## config.mk

```make
export PLATFORM = sky130hd
export DESIGN_NAME = c_escape_sequence_decoder
export DESIGN_NICKNAME = d
export VERILOG_FILES = /design/src/hdl/cesd_pkg.sv /design/src/hdl/cesd_front.sv /design/src/hdl/cesd_queue.sv /design/src/hdl/cesd_back.sv /design/src/hdl/c_escape_sequence_decoder.sv
export SDC_FILE = /design/constraint.sdc
export NUM_CORES = 1
export LEC_CHECK = 0
export ABC_CLOCK_PERIOD_IN_PS = 4850
export BUFFER_PORTS_ARGS = -buffer_cell sky130_fd_sc_hd__buf_4
export CAP_MARGIN = 5
export CORE_MARGIN = 1.5
export CORE_UTILIZATION = 34
export CTS_BUF_LIST = sky130_fd_sc_hd__clkbuf_2 sky130_fd_sc_hd__clkbuf_4 sky130_fd_sc_hd__clkbuf_8
export DETAILED_ROUTE_END_ITERATION = 16
export GPL_TIMING_DRIVEN = 0
export PLACE_DENSITY = 0.55
export SLEW_MARGIN = 20
export SYNTH_ARGS = -nofsm -noshare
export SYNTH_HDL_FRONTEND = slang
export SYNTH_HIERARCHICAL = 1
export SYNTH_SLANG_ARGS = --single-unit
export TNS_END_PERCENT = 50
```

## constraint.sdc

```tcl
create_clock -name clk_i -period 4.85 [get_ports clk_i]
set_input_delay 0.7275 -clock clk_i [delete_from_list [all_inputs] [get_ports clk_i]]
set_output_delay 0.7275 -clock clk_i [all_outputs]
set_load 0.01 [all_outputs]
```

## src/hdl/cesd_pkg.sv

```systemverilog
`timescale 1ns / 1ps
// ----------------------------------------------------------------------------
// cesd_pkg: shared types and constants of the C escape sequence decoder
// Holds the queue entry that carries one request's results from the front
// end to the back end, together with the queue sizing.
// ----------------------------------------------------------------------------
package cesd_pkg;

  localparam int unsigned QueueDepth = 4;
  localparam int unsigned QueueAw    = $clog2(QueueDepth);
  localparam int unsigned QueueCw    = $clog2(QueueDepth + 1);

  // One decoded request: up to two result bytes.
  typedef struct packed {
    logic [7:0] byte0;
    logic       valid0;   // 0 only for a bare end marker
    logic [7:0] byte1;    // always a real byte when two_res is set
    logic       two_res;
    logic       done;     // request closed the string
  } entry_t;

endpackage

```

## src/hdl/cesd_front.sv

```systemverilog
`timescale 1ns / 1ps
// ----------------------------------------------------------------------------
// cesd_front: escape decoding front end
// Accepts one raw byte per cycle while accept_i is high, tracks the escape
// state and pushes each request's results or a bare end marker to the queue.
// ----------------------------------------------------------------------------
module cesd_front (
  input  logic            clk_i,
  input  logic            rst_ni,
  input  logic            accept_i,
  input  logic [7:0]      in_byte_i,
  input  logic            string_end_i,
  output logic            push_o,
  output cesd_pkg::entry_t entry_o
);

  typedef enum logic [1:0] {
    ModeNormal = 2'd0,
    ModeEscape = 2'd1,
    ModeOctal  = 2'd2,
    ModeHex    = 2'd3
  } mode_e;

  localparam logic [7:0] ChBslash = 8'h5c;
  localparam logic [7:0] ChX      = 8'h78;

  mode_e      mode_q, mode_d;
  logic [7:0] value_q, value_d;
  logic [1:0] oct_cnt_q, oct_cnt_d;

  // Map the byte after a backslash; anything unnamed stands for itself.
  function automatic logic [7:0] esc_map(input logic [7:0] b);
    logic [7:0] r;
    case (b)
      8'h6e:   r = 8'h0a; // n
      8'h74:   r = 8'h09; // t
      8'h72:   r = 8'h0d; // r
      8'h76:   r = 8'h0b; // v
      8'h66:   r = 8'h0c; // f
      8'h62:   r = 8'h08; // b
      8'h61:   r = 8'h07; // a
      default: r = b;
    endcase
    return r;
  endfunction

  // Bit 4 flags a hex digit, bits 3:0 hold its value.
  function automatic logic [4:0] hex_digit(input logic [7:0] b);
    logic [4:0] r;
    if (b >= 8'h30 && b <= 8'h39) begin
      r = {1'b1, b[3:0]};
    end else if ((b >= 8'h61 && b <= 8'h66) || (b >= 8'h41 && b <= 8'h46)) begin
      r = {1'b1, b[3:0] + 4'd9};
    end else begin
      r = 5'd0;
    end
    return r;
  endfunction

  logic       is_oct;
  logic [4:0] hd;
  logic       first_en, norm_en, flush_en, do_norm;
  logic [7:0] first_byte;

  assign is_oct = (in_byte_i[7:3] == 5'b00110);
  assign hd     = hex_digit(in_byte_i);

  always_comb begin
    mode_d     = mode_q;
    value_d    = value_q;
    oct_cnt_d  = oct_cnt_q;
    first_en   = 1'b0;
    first_byte = value_q;
    do_norm    = 1'b0;
    norm_en    = 1'b0;
    flush_en   = 1'b0;
    entry_o    = '0;
    push_o     = 1'b0;

    case (mode_q)
      ModeNormal: begin
        do_norm = 1'b1;
      end
      ModeEscape: begin
        mode_d = ModeNormal;
        if (in_byte_i == ChX) begin
          mode_d  = ModeHex;
          value_d = 8'd0;
        end else if (is_oct) begin
          mode_d    = ModeOctal;
          value_d   = {5'd0, in_byte_i[2:0]};
          oct_cnt_d = 2'd0;
        end else begin
          first_en   = 1'b1;
          first_byte = esc_map(in_byte_i);
        end
      end
      ModeOctal: begin
        if (is_oct && oct_cnt_q < 2'd2) begin
          value_d   = {value_q[4:0], in_byte_i[2:0]};
          oct_cnt_d = oct_cnt_q + 2'd1;
          if (oct_cnt_q == 2'd1) begin
            first_en   = 1'b1;
            first_byte = value_d;
            mode_d     = ModeNormal;
          end
        end else begin
          first_en = 1'b1;
          mode_d   = ModeNormal;
          do_norm  = 1'b1;
        end
      end
      ModeHex: begin
        if (hd[4]) begin
          value_d = {value_q[3:0], hd[3:0]};
        end else begin
          first_en = 1'b1;
          mode_d   = ModeNormal;
          do_norm  = 1'b1;
        end
      end
      default: begin
        mode_d = ModeNormal;
      end
    endcase

    if (do_norm) begin
      if (in_byte_i == ChBslash) begin
        mode_d = ModeEscape;
      end else begin
        norm_en = 1'b1;
      end
    end

    // A pending value never coexists with an earlier result of this request.
    flush_en = string_end_i && (mode_d == ModeOctal || mode_d == ModeHex);

    entry_o.done = string_end_i;
    if (first_en) begin
      entry_o.byte0   = first_byte;
      entry_o.valid0  = 1'b1;
      entry_o.byte1   = in_byte_i;
      entry_o.two_res = norm_en;
    end else if (norm_en) begin
      entry_o.byte0  = in_byte_i;
      entry_o.valid0 = 1'b1;
    end else if (flush_en) begin
      entry_o.byte0  = value_d;
      entry_o.valid0 = 1'b1;
    end
    // Bare end marker when the final byte produced nothing.
    push_o = accept_i && (first_en || norm_en || flush_en || string_end_i);

    if (string_end_i) begin
      mode_d    = ModeNormal;
      value_d   = 8'd0;
      oct_cnt_d = 2'd0;
    end
  end

  always_ff @(posedge clk_i or negedge rst_ni) begin
    if (!rst_ni) begin
      mode_q    <= ModeNormal;
      value_q   <= 8'd0;
      oct_cnt_q <= 2'd0;
    end else if (accept_i) begin
      mode_q    <= mode_d;
      value_q   <= value_d;
      oct_cnt_q <= oct_cnt_d;
    end
  end

endmodule

```

## src/hdl/cesd_queue.sv

```systemverilog
`timescale 1ns / 1ps
// ----------------------------------------------------------------------------
// cesd_queue: short result queue
// Register-based FIFO of decoded entries between front end and back end.
// ----------------------------------------------------------------------------
module cesd_queue (
  input  logic             clk_i,
  input  logic             rst_ni,
  input  logic             push_i,
  input  cesd_pkg::entry_t entry_i,
  input  logic             pop_i,
  output cesd_pkg::entry_t entry_o,
  output logic             empty_o,
  output logic             full_o
);

  cesd_pkg::entry_t mem_q [cesd_pkg::QueueDepth];
  logic [cesd_pkg::QueueAw-1:0] wr_ptr_q, rd_ptr_q;
  logic [cesd_pkg::QueueCw-1:0] count_q;

  assign empty_o = (count_q == '0);
  assign full_o  = (count_q == cesd_pkg::QueueCw'(cesd_pkg::QueueDepth));
  assign entry_o = mem_q[rd_ptr_q];

  always_ff @(posedge clk_i) begin
    if (push_i) begin
      mem_q[wr_ptr_q] <= entry_i;
    end
  end

  always_ff @(posedge clk_i or negedge rst_ni) begin
    if (!rst_ni) begin
      wr_ptr_q <= '0;
      rd_ptr_q <= '0;
      count_q  <= '0;
    end else begin
      if (push_i) begin
        wr_ptr_q <= wr_ptr_q + 1'b1;
      end
      if (pop_i) begin
        rd_ptr_q <= rd_ptr_q + 1'b1;
      end
      case ({push_i, pop_i})
        2'b10:   count_q <= count_q + 1'b1;
        2'b01:   count_q <= count_q - 1'b1;
        default: count_q <= count_q;
      endcase
    end
  end

endmodule

```

## src/hdl/cesd_back.sv

```systemverilog
`timescale 1ns / 1ps
// ----------------------------------------------------------------------------
// cesd_back: result sequencer
// Splits each queue entry into one or two result items and holds them in
// the output register until the downstream side takes them.
// ----------------------------------------------------------------------------
module cesd_back (
  input  logic             clk_i,
  input  logic             rst_ni,
  input  cesd_pkg::entry_t entry_i,
  input  logic             empty_i,
  output logic             pop_o,
  input  logic             out_ready_i,
  output logic             out_valid_o,
  output logic [7:0]       out_byte_o,
  output logic             byte_valid_o,
  output logic             string_done_o,
  output logic             run_last_o
);

  logic       valid_q, valid_d;
  logic [7:0] byte_q, byte_d;
  logic       bvalid_q, bvalid_d;
  logic       done_q, done_d;
  logic       last_q, last_d;
  logic       second_q, second_d;
  logic       load;

  assign load = !valid_q || out_ready_i;

  always_comb begin
    valid_d  = valid_q;
    byte_d   = byte_q;
    bvalid_d = bvalid_q;
    done_d   = done_q;
    last_d   = last_q;
    second_d = second_q;
    pop_o    = 1'b0;
    if (load) begin
      valid_d = !empty_i;
      if (!empty_i) begin
        if (entry_i.two_res && !second_q) begin
          // hold the entry for its second byte
          byte_d   = entry_i.byte0;
          bvalid_d = entry_i.valid0;
          done_d   = 1'b0;
          last_d   = 1'b0;
          second_d = 1'b1;
        end else begin
          byte_d   = second_q ? entry_i.byte1 : entry_i.byte0;
          bvalid_d = second_q ? 1'b1 : entry_i.valid0;
          done_d   = entry_i.done;
          last_d   = 1'b1;
          second_d = 1'b0;
          pop_o    = 1'b1;
        end
      end
    end
  end

  always_ff @(posedge clk_i or negedge rst_ni) begin
    if (!rst_ni) begin
      valid_q  <= 1'b0;
      second_q <= 1'b0;
    end else begin
      valid_q  <= valid_d;
      second_q <= second_d;
    end
  end

  always_ff @(posedge clk_i) begin
    byte_q   <= byte_d;
    bvalid_q <= bvalid_d;
    done_q   <= done_d;
    last_q   <= last_d;
  end

  assign out_valid_o   = valid_q;
  assign out_byte_o    = bvalid_q ? byte_q : 8'd0;
  assign byte_valid_o  = bvalid_q;
  assign string_done_o = done_q;
  assign run_last_o    = last_q;

endmodule

```

## src/hdl/c_escape_sequence_decoder.sv

```systemverilog
`timescale 1ns / 1ps
// ----------------------------------------------------------------------------
// c_escape_sequence_decoder: C string escape decoder
// Streams raw escaped bytes in and C-unescaped bytes out.
// ----------------------------------------------------------------------------
// The block takes one raw byte per cycle while the queue is not full; tlast
// on the input marks the final byte of a string. Each input byte yields zero,
// one or two result items, and the back end delivers one result per cycle
// while the receiver is ready. The four-entry queue between decoder and
// sequencer absorbs second results; the sequencer registers its output.
// On the output, tlast marks the final result of a string and tuser is 0 for
// a bare end marker (string ended on a dropped trailing backslash).
// ----------------------------------------------------------------------------
module c_escape_sequence_decoder (
  input  logic        clk_i,
  input  logic        rst_ni,
  input  logic        s_axis_tvalid_i,
  output logic        s_axis_tready_o,
  input  logic [7:0]  s_axis_tdata_i,   // [7:0] in_byte
  input  logic        s_axis_tlast_i,   // string_end
  output logic        m_axis_tvalid_o,
  input  logic        m_axis_tready_i,
  output logic [15:0] m_axis_tdata_o,   // [7:0] out_byte, [8] run_last, [15:9] zero
  output logic        m_axis_tuser_o,   // [0] byte_valid
  output logic        m_axis_tlast_o    // string_done
);

  cesd_pkg::entry_t push_entry, head_entry;
  logic push, pop, empty, full, accept;
  logic [7:0] out_byte;
  logic run_last;

  assign s_axis_tready_o = !full;
  assign accept          = s_axis_tvalid_i && !full;

  cesd_front u_front (
    .clk_i        (clk_i),
    .rst_ni       (rst_ni),
    .accept_i     (accept),
    .in_byte_i    (s_axis_tdata_i),
    .string_end_i (s_axis_tlast_i),
    .push_o       (push),
    .entry_o      (push_entry)
  );

  cesd_queue u_queue (
    .clk_i   (clk_i),
    .rst_ni  (rst_ni),
    .push_i  (push),
    .entry_i (push_entry),
    .pop_i   (pop),
    .entry_o (head_entry),
    .empty_o (empty),
    .full_o  (full)
  );

  cesd_back u_back (
    .clk_i         (clk_i),
    .rst_ni        (rst_ni),
    .entry_i       (head_entry),
    .empty_i       (empty),
    .pop_o         (pop),
    .out_ready_i   (m_axis_tready_i),
    .out_valid_o   (m_axis_tvalid_o),
    .out_byte_o    (out_byte),
    .byte_valid_o  (m_axis_tuser_o),
    .string_done_o (m_axis_tlast_o),
    .run_last_o    (run_last)
  );

  assign m_axis_tdata_o = {7'd0, run_last, out_byte};

endmodule

```

* Word level (Yosys, flattened, before mapping)
Memory sizes are Yosys's and may differ from the RTL's. Cells that the tools add are included.
Word-level totals: output and inout port bits 20, bits of input ports 13, register bits after elaboration 32, memory bits (writable) 76, logic and storage cells 127, memories kept 1
Memory list:
- u_queue.mem_q | words 4, width 19, read ports 1, clocked after Yosys merged registers in 0, write ports 1, RTL line cesd_queue.sv:17 | cesd_pkg::entry_t mem_q [cesd_pkg::QueueDepth];
Operators by class: reduce and logical (&&, ||, !) cells 24, $add $sub $neg 6, bitwise gates (word level) 1, equal/unequal tests 22, multiplexer cells 54, $lt $le $gt $ge 7
Operators with widths (count):
- 8-bit 2-to-1 mux | 12
- 8-bit by 7-bit equality test with 1-bit output (second input constant) | 9
- 8-bit case mux with 7 select lines | 1
- 9-bit 2-to-1 mux | 4
- 2-bit 2-to-1 mux | 12
- 8-bit case mux with 3 select lines | 1
- 8-bit by 7-bit greater-or-equal comparator with 1-bit output (second input constant) | 2
- 8-bit by 7-bit less-or-equal comparator with 1-bit output (second input constant) | 2
- 1-bit 2-to-1 mux | 16
- 8-bit case mux with 2 select lines | 1
- 2-bit equality test (second input constant) | 5
- 5-bit 2-to-1 mux | 2
- 8-bit by 6-bit greater-or-equal comparator with 1-bit output (second input constant) | 1
- 8-bit by 6-bit less-or-equal comparator with 1-bit output (second input constant) | 1
- 1-bit logical AND | 8
- 2-bit by 1-bit adder with 2-bit output (second input constant) | 3
- 2-bit by 1-bit equality test with 1-bit output (second input constant) | 3
- 1-bit logical OR | 6
- 3-bit by 2-bit inequality test with 1-bit output (second input constant) | 2
- 1-bit case mux with 3 select lines | 2
- 2-bit case mux with 3 select lines | 1
- 3-bit case mux with 2 select lines | 1
- 5-bit by 3-bit equality test with 1-bit output (second input constant) | 1
- 5-bit AND reduction | 1
- 14 further kinds | 17

* Longest topological paths before layout
Gate-level depths: netlist of the first run.
depth after elaboration 17, gate-level depth with buffers 16, mapped depth without buffers 14

* Hierarchy
Netlist of the first run, hierarchy kept.
By module, submodules not included:
- cesd_queue | cells each 136, area an instance 3140.5 um2, seq. area each 2457.4 um2, times used 1
- cesd_front | cells each 263, area an instance 1896.8 um2, seq. area each 300.3 um2, times used 1
- cesd_back | cells each 40, area an instance 629.4 um2, seq. area each 380.4 um2, times used 1
- c_escape_sequence_decoder | cells each 11, area an instance 73.8 um2, seq. area each 0.0 um2, times used 1

* Worst setup path before layout of the first run
Ideal clock, no wire load.
kind input -> register, from input s_axis_tdata_i[0], to register u_queue/count_q[2] in the netlist's numbering, path buffers 2, library setup time 0.079 ns, path slack 0.822 ns, stages 16, required time 4.771 ns, arrival time 3.949 ns, path through clkbuf_1 inv_1 ha_1 nor3b_1 or3_4 a311o_1 and2_1 buf_6 o31a_1 inv_1 ha_1 inv_1 fa_1 xor2_1 nor2_1 xor2_1
Between the ends: longest elaborated chain between the ends 17, elaborated cells between the ends (all ways) 37, those cells by class order compare (6); eq/ne (6); mux (14); reduce/logical (11)
Ends and longest elaborated chain:
- from (decl) | RTL line c_escape_sequence_decoder.sv:19 | input logic [7:0] s_axis_tdata_i,
- 8-bit by 7-bit greater-or-equal comparator with 1-bit output or 8-bit by 7-bit less-or-equal comparator with 1-bit output (tied branches) | RTL line cesd_front.sv:52 | end else if ((b >= 8'h61 && b <= 8'h66) || (b >= 8'h41 && b <= 8'h46)) begin
- 1-bit logical AND | RTL line cesd_front.sv:52
- 1-bit logical OR | RTL line cesd_front.sv:52
- 5-bit 2-to-1 mux | RTL line cesd_front.sv:52
- 5-bit 2-to-1 mux | RTL line cesd_front.sv:50 | if (b >= 8'h30 && b <= 8'h39) begin
- 2-bit 2-to-1 mux | RTL line cesd_front.sv:114 | if (hd[4]) begin
- 2-bit case mux with 3 select lines | RTL line cesd_front.sv:80 | case (mode_q)
- 2-bit 2-to-1 mux | RTL line cesd_front.sv:128 | if (in_byte_i == ChBslash) begin
- 2-bit 2-to-1 mux | RTL line cesd_front.sv:127 | if (do_norm) begin
- 2-bit equality test | RTL line cesd_front.sv:136 | flush_en = string_end_i && (mode_d == ModeOctal || mode_d == ModeHex);
- 1-bit logical OR | RTL line cesd_front.sv:136
- 1-bit logical AND | RTL line cesd_front.sv:136
- 1-bit logical OR (*) (2 in series) | RTL line cesd_front.sv:152 | push_o = accept_i && (first_en || norm_en || flush_en || string_end_i);
- 1-bit logical AND (*) | RTL line cesd_front.sv:152
- net push | RTL line c_escape_sequence_decoder.sv:29 | logic push, pop, empty, full, accept;
- 2-bit by 1-bit equality test with 1-bit output or 2-bit equality test (tied branches) | RTL line cesd_queue.sv:43 | case ({push_i, pop_i})
- 3-bit case mux with 2 select lines or 2-bit nonzero test (tied branches)
- to (signal assigned) | RTL line cesd_queue.sv:44 | 2'b10: count_q <= count_q + 1'b1;
- to (signal assigned) | RTL line cesd_queue.sv:45 | 2'b01: count_q <= count_q - 1'b1;
- to (signal assigned) | RTL line cesd_queue.sv:46 | default: count_q <= count_q;
- to (decl) | RTL line cesd_queue.sv:19 | logic [cesd_pkg::QueueCw-1:0] count_q;
The timed path passes the listed nets; every way through them passes the cells marked *. A chain may end at the register's enable or synchronous reset.

* Worst setup path in the final report of the first run
from input s_axis_tdata_i[0], to memory u_queue/mem_q[2][14] in the netlist's numbering (enable)
Between the ends: longest elaborated chain between the ends 17, elaborated cells between the ends (all ways) 35, those cells by class order compare (6); eq/ne (4); mux (15); reduce/logical (10)
Ends and longest elaborated chain:
- 8-bit by 7-bit greater-or-equal comparator with 1-bit output or 8-bit by 7-bit less-or-equal comparator with 1-bit output (tied branches) | RTL line cesd_front.sv:52
- 1-bit logical AND | RTL line cesd_front.sv:52
- 1-bit logical OR | RTL line cesd_front.sv:52
- 5-bit 2-to-1 mux | RTL line cesd_front.sv:52
- 5-bit 2-to-1 mux | RTL line cesd_front.sv:50
- 2-bit 2-to-1 mux | RTL line cesd_front.sv:114
- 2-bit case mux with 3 select lines | RTL line cesd_front.sv:80
- 2-bit 2-to-1 mux | RTL line cesd_front.sv:128
- 2-bit 2-to-1 mux | RTL line cesd_front.sv:127
- 2-bit equality test | RTL line cesd_front.sv:136
- 1-bit logical OR | RTL line cesd_front.sv:136
- 1-bit logical AND | RTL line cesd_front.sv:136
- 1-bit logical OR (*) (2 in series) | RTL line cesd_front.sv:152
- 1-bit logical AND (*) | RTL line cesd_front.sv:152
- net push | RTL line c_escape_sequence_decoder.sv:29
- 1-bit 2-to-1 mux (*) | RTL line cesd_queue.sv:26 | if (push_i) begin
- 1-bit 2-to-1 mux (not written as such) (*) | RTL line cesd_queue.sv:27 | mem_q[wr_ptr_q] <= entry_i;
- to (decl) | RTL line cesd_queue.sv:17
Marked as above.

==> metrics.txt, run 1 <==
vias in the first global route around 4000; grt ovf 0; number of vias per cell ~5.4; Hold WC Path Type primary input to async pin; CTS Root Cell clkbuf_8; Power Total 2.874 mW; CTS buffer count 9; clock tree buffer depth 2; # clock sinks ~110; die height 132.9 um; final WL 13330 um; Slew HR ~34%; Final setup viols 0; Syn Inst Count 450; H-tree Lvls 3; PD cells between 400 and 500 nW/um^2; total track usage approximately 16%; ys flop type edfxtp_1; WP data required about 4.9 ns; Core Area about 17000 um^2; Rows 47; setup bufs post-CTS 0; met2 wire len 6448 um; RSZ-0062 raised after global routing no; status complete, no violations; Inserted Diodes 0; Seq/Total Area, Yosys 54.66%; Clk Latency, worst-skew pair ~0.38 ns; wire length on met3 roughly 730 um; met1 WL about 5800 um; number of synthesized flops with an enable pin 87; pin count of the biggest net entering global routing 22; worst r2r src u_front/mode_q[1]; Ports 33; Post-DP HPWL 9577 um; CP Data Arrival Time 4.58 ns; R2R cell count 9; wire per inst approximately 19 um; Setup crit start kind primary input; initial DRC count 339; number of port buffers 22; Leakage Power around 2.3 nW; R2R Path End u_queue/mem_q[2][14]; TritonCTS clock tree yes; Syn Area/Cell roughly 13 um^2; initial core utilization a little over a third; CP dominant cell by count and2_1; area of placed instances ~6200 um^2; hold_ws about 0.22 ns; Layout Area Growth over Synthesis 12.07%; CP Capture Type flop; fin crit period roughly 4.6 ns; remaining antenna violation count after routing 0; layout cells sized above 1 about a fifth; Final Cell Area approximately 6400 um^2; initial antenna violation count 0; mapped cell area roughly 5700 um^2; R2R Setup Slk around 0.84 ns; fillcell total 1585; synth warn 6; CP max-delay cell and2_1; router iterations before antenna repair 5; Synth cell types between 70 and 80; Vias roughly 3800; Clock Skews roughly 0.016 ns; final hold vios 0; # DRC 0; Die Width approximately 130 um; CTS resizes 0; first-pass GRT wire length ~21000 um; Final Wtd Congestion about 0.91; Post-synth ARST share 19.44%; flop and latch count out of synthesis 108; Final period util 94.35%; f_max ~0.22 GHz; cells along the critical path buf_4, clkbuf_1, inv_1, ha_1, and3_1, a221oi_1, a311o_1, and2_1, buf_6, o31a_1, and2_1; Slew @ Worst Pin between 0.9 and 1 ns; # nets final 518; CTS clk-pin slew, worst paths between 0.1 and 0.15 ns; Final Max Slew Viols 0; CP peak stage delay between 0.8 and 0.9 ns; Top Metal Used met4; largest fanout on the critical path 19; CTS hold repair buffers 0; Crit Path Category primary input to flop; Die ar. ~18000 um^2; max cap viols 0; Peak VDD IR 182.2 uV
-- Yosys cell counts (8+ instances only) --
cell / number / area, um^2
nand2_1: 25 / 93.84
dfrtp_1: 21 / 525.5
ha_1: 15 / 187.7
and2_1: 17 / 106.4
o21ai_0: 17 / 85.08
mux4_2: 18 / 405.4
nor2_1: 22 / 82.58
a21oi_1: 16 / 80.08
edfxtp_1: 87 / 2613
inv_1: 31 / 116.4
and3_1: 9 / 56.30
buf_4: 9 / 67.56
clkbuf_1: 10 / 37.54
mux2_4: 8 / 120.1
o22ai_1: 10 / 62.56
nand3_1: 9 / 45.04
-- critical path, delay by kind of cell --
family	cells	cell delay, ns
AND/OR/NAND/NOR	3	1.25
buffers and inverters	4	0.81
adder cells (fa/ha/maj)	1	0.30
AO/OA/AOI/OAI	3	1.46
-- cell families after synthesis --
| family | synth area share (%) |
|---|---|
| fa+ha+maj | 3.618 |
| flops | 54.66 |
| xor+xnor | 1.068 |
| other cells | 0.06533 |
| buf+inv | 5.362 |
| mux | 11.23 |
| simple gates | 11.66 |
| compound gates | 12.34 |
-- final cells by class --
cell class / count / area, um^2 / area share, %
well taps: 220 / 275.3 / 4.278
plain buffers: 29 / 183.9 / 2.859
clock buffers: 10 / 131.4 / 2.042
flip-flops and latches: 108 / 3138 / 48.77
multi-input cells: 286 / 2320 / 36.06
clock inverters: 6 / 96.34 / 1.497
inverters: 33 / 123.9 / 1.925
repair buffers: 22 / 165.2 / 2.567
-- cells in the final DEF, fill, tap and decap left out, types with 10 or more instances in the layout --
cell type  Yosys  layout
edfxtp_1      87      87
inv_1         31      31
dfrtp_1       21      21
ha_1          15      15
buf_4          9      31
o22ai_1       10      10
clkbuf_1      10      10
o21ai_0       17      17
and2_1        17      15
nand2_1       25      25
a21oi_1       16      16
mux4_2        18      18
nor2_1        22      22
-- registers in the layout (all words and copies together), names as in the netlist --
register and flops:
u_back/second_q 1, u_queue/count_q 3, u_front/oct_cnt_q 2, u_back/run_last_o 1, u_back/out_valid_o 1, u_queue/rd_ptr_q 2, u_front/mode_q 2, u_back/byte_valid_o 1
u_queue/wr_ptr_q 2, u_front/value_q 8, u_back/string_done_o 1, u_queue/mem_q 76, u_back/byte_q 8
-- report_power, final --
part	total [mW]	switching, mW	internal, mW	leakage [nW]
clock network	0.612	0.309	0.303	0.112
logic	0.950	0.478	0.472	1.12
registers	1.31	0.0638	1.25	1.07
total	2.87	0.851	2.02	2.30
-- layer usage --
| layer | vias up | track usage, % |
|---|---|---|
| li1 | 1791 | - |
| met1 | 1886 | 20.37 |
| met2 | 129 | 26.62 |
| met3 | 27 | 3.142 |
| met4 | 0 | 5.983 |
| met5 | - | 0 |
-- stage by stage --
stage	std cells	utilization (%)	setup slack, ns	setup TNS, ns
floorplan	456	-	0.8217	0
global placement	698	37.54	-0.1607	-11.04
detailed placement	698	37.54	-0.1513	-9.440
CTS	714	38.92	0.2931	0
global route	714	38.93	0.02402	0
finish	714	38.93	0.2740	0
-- how the worst max path moves through the flow --
stage | end | cells past startpoint | startpoint
after global routing | u_queue/mem_q[2][10] | 11 | s_axis_tdata_i[0]
after detailed placement | u_queue/mem_q[0][18] | 11 | s_axis_tdata_i[0]
after floorplan | u_queue/count_q[2] | 16 | s_axis_tdata_i[0]
after CTS | u_queue/mem_q[0][17] | 11 | s_axis_tdata_i[0]
after global placement | u_queue/mem_q[0][9] | 11 | s_axis_tdata_i[0]
final | u_queue/mem_q[2][14] | 11 | s_axis_tdata_i[0]
Note: power is estimated with default switching activity, not from simulation.
==> run 2: changes to the inputs <==
SYNTH_HIERARCHICAL = not set   (was 1)
==> metrics.txt, run 2 <==
Seq/Total Area, Yosys 56.68% (was 54.66%); cells along the critical path buf_4, clkbuf_1, inv_1, ha_1, and4b_1, a2bb2oi_1, nand2_1, a31oi_1, o31a_4, and2_1 (was buf_4, clkbuf_1, inv_1, ha_1, and3_1, a221oi_1, a311o_1, and2_1, buf_6, o31a_1, and2_1); Synth cell types 71 (was 75); remaining antenna violation count after routing 0 (unchanged); layout cells sized above 1 20.64% (was 20.04%); Crit Path Category primary input to flop (unchanged); mapped cell area 5537 um^2 (was 5741 um^2); Leakage Power 2.185 nW (was 2.304 nW); CTS resizes 0 (unchanged); Final Wtd Congestion 0.9043 (was 0.9075); max cap viols 0 (unchanged); Post-Synth Simple-Gate Area 11.62% (was 11.66%); largest fanout on the critical path 19 (unchanged); CP Data Arrival Time 4.28 ns (was 4.58 ns); CTS clk-pin slew, worst paths 0.12 ns (was 0.11 ns); Final setup viols 0 (unchanged); Post-DP HPWL 8836 um (was 9577 um); most frequent cells in the layout edfxtp_1 (87), nand2_1 (37), buf_4 (32) (was edfxtp_1 (87), inv_1 (31), buf_4 (31)); Synth area leaders edfxtp_1 (47%), dfrtp_1 (9.5%), mux4_2 (7.7%) (was edfxtp_1 (46%), dfrtp_1 (9.2%), mux4_2 (7.1%)); fin crit period 4.275 ns (was 4.576 ns); top-count cell post-synth edfxtp_1 (unchanged); list of most frequent post-synthesis cells edfxtp_1 (87), nand2_1 (37), o21ai_0 (24) (was edfxtp_1 (87), inv_1 (31), nand2_1 (25)); pin count of the biggest net entering global routing 22 (unchanged); CTS buffer count 9 (unchanged); # nets final 493 (was 518); Final Max Slew Viols 0 (unchanged); area of placed instances 6002 um^2 (was 6203 um^2); Synth Area in Adders 3.525% (was 3.618%); grt ovf 0 (unchanged); Hold WC Path Type primary input to async pin (unchanged); Inserted Diodes 0 (unchanged); worst r2r src u_front.mode_q[1] (was u_front/mode_q[1]); CTS hold repair buffers 0 (unchanged); initial core utilization 34.85% (was 34.74%); f_max 0.2339 GHz (was 0.2185 GHz); pre-CTS setup slack 0.03406 ns (was -0.1513 ns); Final period util 88.15% (was 94.35%); R2R Setup Slk 1.47 ns (was 0.84 ns); H-tree Lvls 3 (unchanged); setup bufs post-CTS 0 (unchanged); initial DRC count 303 (was 339); status complete, no violations (unchanged); Syn Inst Count 424 (was 450); initial antenna violation count 0 (unchanged); share of the synthesized area in the top cell type 47.19% (was 45.51%); number of port buffers 23 (was 22); CTS Root Cell clkbuf_8 (unchanged); main combinational cell family by area after synthesis compound AO/OA/AOI/OAI gates (unchanged); router iterations before antenna repair 6 (was 5); RSZ-0062 raised after global routing no (unchanged); ys flop type edfxtp_1 (unchanged); Final Cell Area 6201 um^2 (was 6434 um^2); vias in the first global route 3592 (was 3916); Setup crit start kind primary input (unchanged); Peak VDD IR 193.7 uV (was 182.2 uV); Layout Area Growth over Synthesis 12.00% (was 12.07%); Clock Skews 0.01794 ns (was 0.01607 ns); Post-synth ARST share 19.44% (unchanged); area leader, netlist edfxtp_1 (unchanged); R2R cell count 6 (was 9); total track usage 15.94% (was 15.88%); PD cells 475.4 nW/um^2 (was 446.8 nW/um^2); most common cell after layout, fill and taps aside edfxtp_1 (unchanged); Die Width 130.6 um (was 132.9 um); CP max-delay cell and2_1 (unchanged); Largest Register u_queue.mem_q (was u_queue/mem_q); clock tree buffer depth 2 (unchanged); number of synthesized flops with an enable pin 87 (unchanged); WP data required 4.85 ns (about the same); setup TNS 0 ns (unchanged); R2R Path End u_queue.mem_q[3][16] (was u_queue/mem_q[2][14]); Vias 3581 (was 3833); Slew @ Worst Pin 1.022 ns (was 0.9969 ns); Ports 33 (unchanged); flop and latch count out of synthesis 108 (unchanged); synth warn 0 (was 6); final WL 12710 um (was 13330 um); Rows 46 (was 47); Worst setup endpoint u_queue.mem_q[3][16] (was u_queue/mem_q[2][14]); Core Area 15890 um^2 (was 16520 um^2); top flop regs u_queue.mem_q: 76 flops, u_back.byte_q: 8 flops, u_front.value_q: 8 flops (was u_queue/mem_q: 76 flops, u_back/byte_q: 8 flops, u_front/value_q: 8 flops); Slew HR 31.85% (was 33.54%); Syn Area/Cell 13.06 um^2 (was 12.76 um^2); final hold vios 0 (unchanged); post-synthesis compound-gate area fraction 11.91% (was 12.34%); wire per inst 18.53 um (was 18.67 um); Die ar. 17060 um^2 (was 17670 um^2); number of vias per cell 5.220 (was 5.368); die height 130.6 um (was 132.9 um); Setup WS post-layout 0.5749 ns (was 0.2740 ns); CP peak stage delay 0.81 ns (was 0.83 ns); TritonCTS clock tree yes (unchanged); crit path launch s_axis_tdata_i[0] (unchanged); Clk Latency, worst-skew pair 0.39 ns (was 0.38 ns); # clock sinks 108 (unchanged); xor and xnor area share after synthesis 1.266% (was 1.068%); first-pass GRT wire length 20110 um (was 21310 um); CP Capture Type flop (unchanged); Largest register FFs 76 (unchanged); multiplexer area fraction after synthesis 11.01% (was 11.22%); # DRC 0 (unchanged)
## run 2: cell count changes after synthesis, moves of 5 or more
cell      change
mux2_2       +11
inv_1        -14
and2_1        +6
mux2i_1       -5
clkbuf_1      +6
and3_1        -7
o22ai_1       -8
mux2_4        -7
o21ai_0       +7
nor2_1       -12
nand2_1      +12
a32oi_1       +6
o211ai_1      -5
## run 2: worst min-delay path by stage
| stage | slack (ns) | from | end | cells after the start |
|---|---|---|---|---|
| 3_5_place_dp | 0.49 | u_queue.count_q[2] | u_queue.count_q[2] | 1 |
| 6_report | 0.22 | rst_ni | u_front.value_q[0] | 1 |
| 3_3_place_gp | 0.48 | u_back.out_valid_o | u_back.out_valid_o | 2 |
| 4_1_cts | 0.22 | rst_ni | u_front.value_q[0] | 1 |
| 2_1_floorplan | 0.43 | rst_ni | u_back.out_valid_o | 0 |
| 5_1_grt | 0.22 | rst_ni | u_front.value_q[0] | 1 |
## run 2: per-layer routing
metal	part of all wire [%]	track usage [%]	wire, um
met5	0	0	0
met4	1.6	4.977	201
met3	4.1	2.891	518
met2	47	25.76	5977
met1	47	21.99	6014
## run 2: final cells by class
cell class,instances,area (um^2)
Buffer,30,153.9
Inverter,17,63.81
Fill cell,1559,9684
Clock inverter,7,58.81
Multi-Input combinational cell,275,2205
Timing Repair Buffer,24,187.7
Clock buffer,9,123.9
Sequential cell,108,3138
Tap cell,216,270.3
## run 2: metrics by stage
stage	std cells	total power, mW	util, %	hold WS (ns)
6_report	686	2.948	39.04	0.2228
2_1_floorplan	430	2.113	-	0.4319
4_1_cts	685	2.986	38.93	0.2218
3_3_place_gp	669	2.432	37.78	0.4762
5_1_grt	686	3.138	39.04	0.2245
3_5_place_dp	669	2.467	37.78	0.4887
## run 2: worst max-delay path: cells and delay by family
family,cells,cell delay [ns]
buffers and inverters,3,0.58
adders and majority gates,1,0.28
AOI/OAI and AO/OA,3,1.42
and+or+nand+nor,3,1.25
## run 2: logic make-up after synthesis
| group | Yosys count |
|---|---|
| adders and majority gates | 15 |
| buffers and inverters | 47 |
| xor gates and xnor gates | 8 |
| AOI/OAI and AO/OA | 94 |
| muxes | 35 |
| and+or+nand+nor | 116 |
| DFF | 108 |
| other | 1 |
## run 2: report_power, final
group / internal (mW) / switching, mW / leakage (nW)
clock network: 0.195 / 0.325 / 0.0937
logic: 0.482 / 0.577 / 1.01
registers: 1.29 / 0.0765 / 1.08
total: 1.97 / 0.978 / 2.19
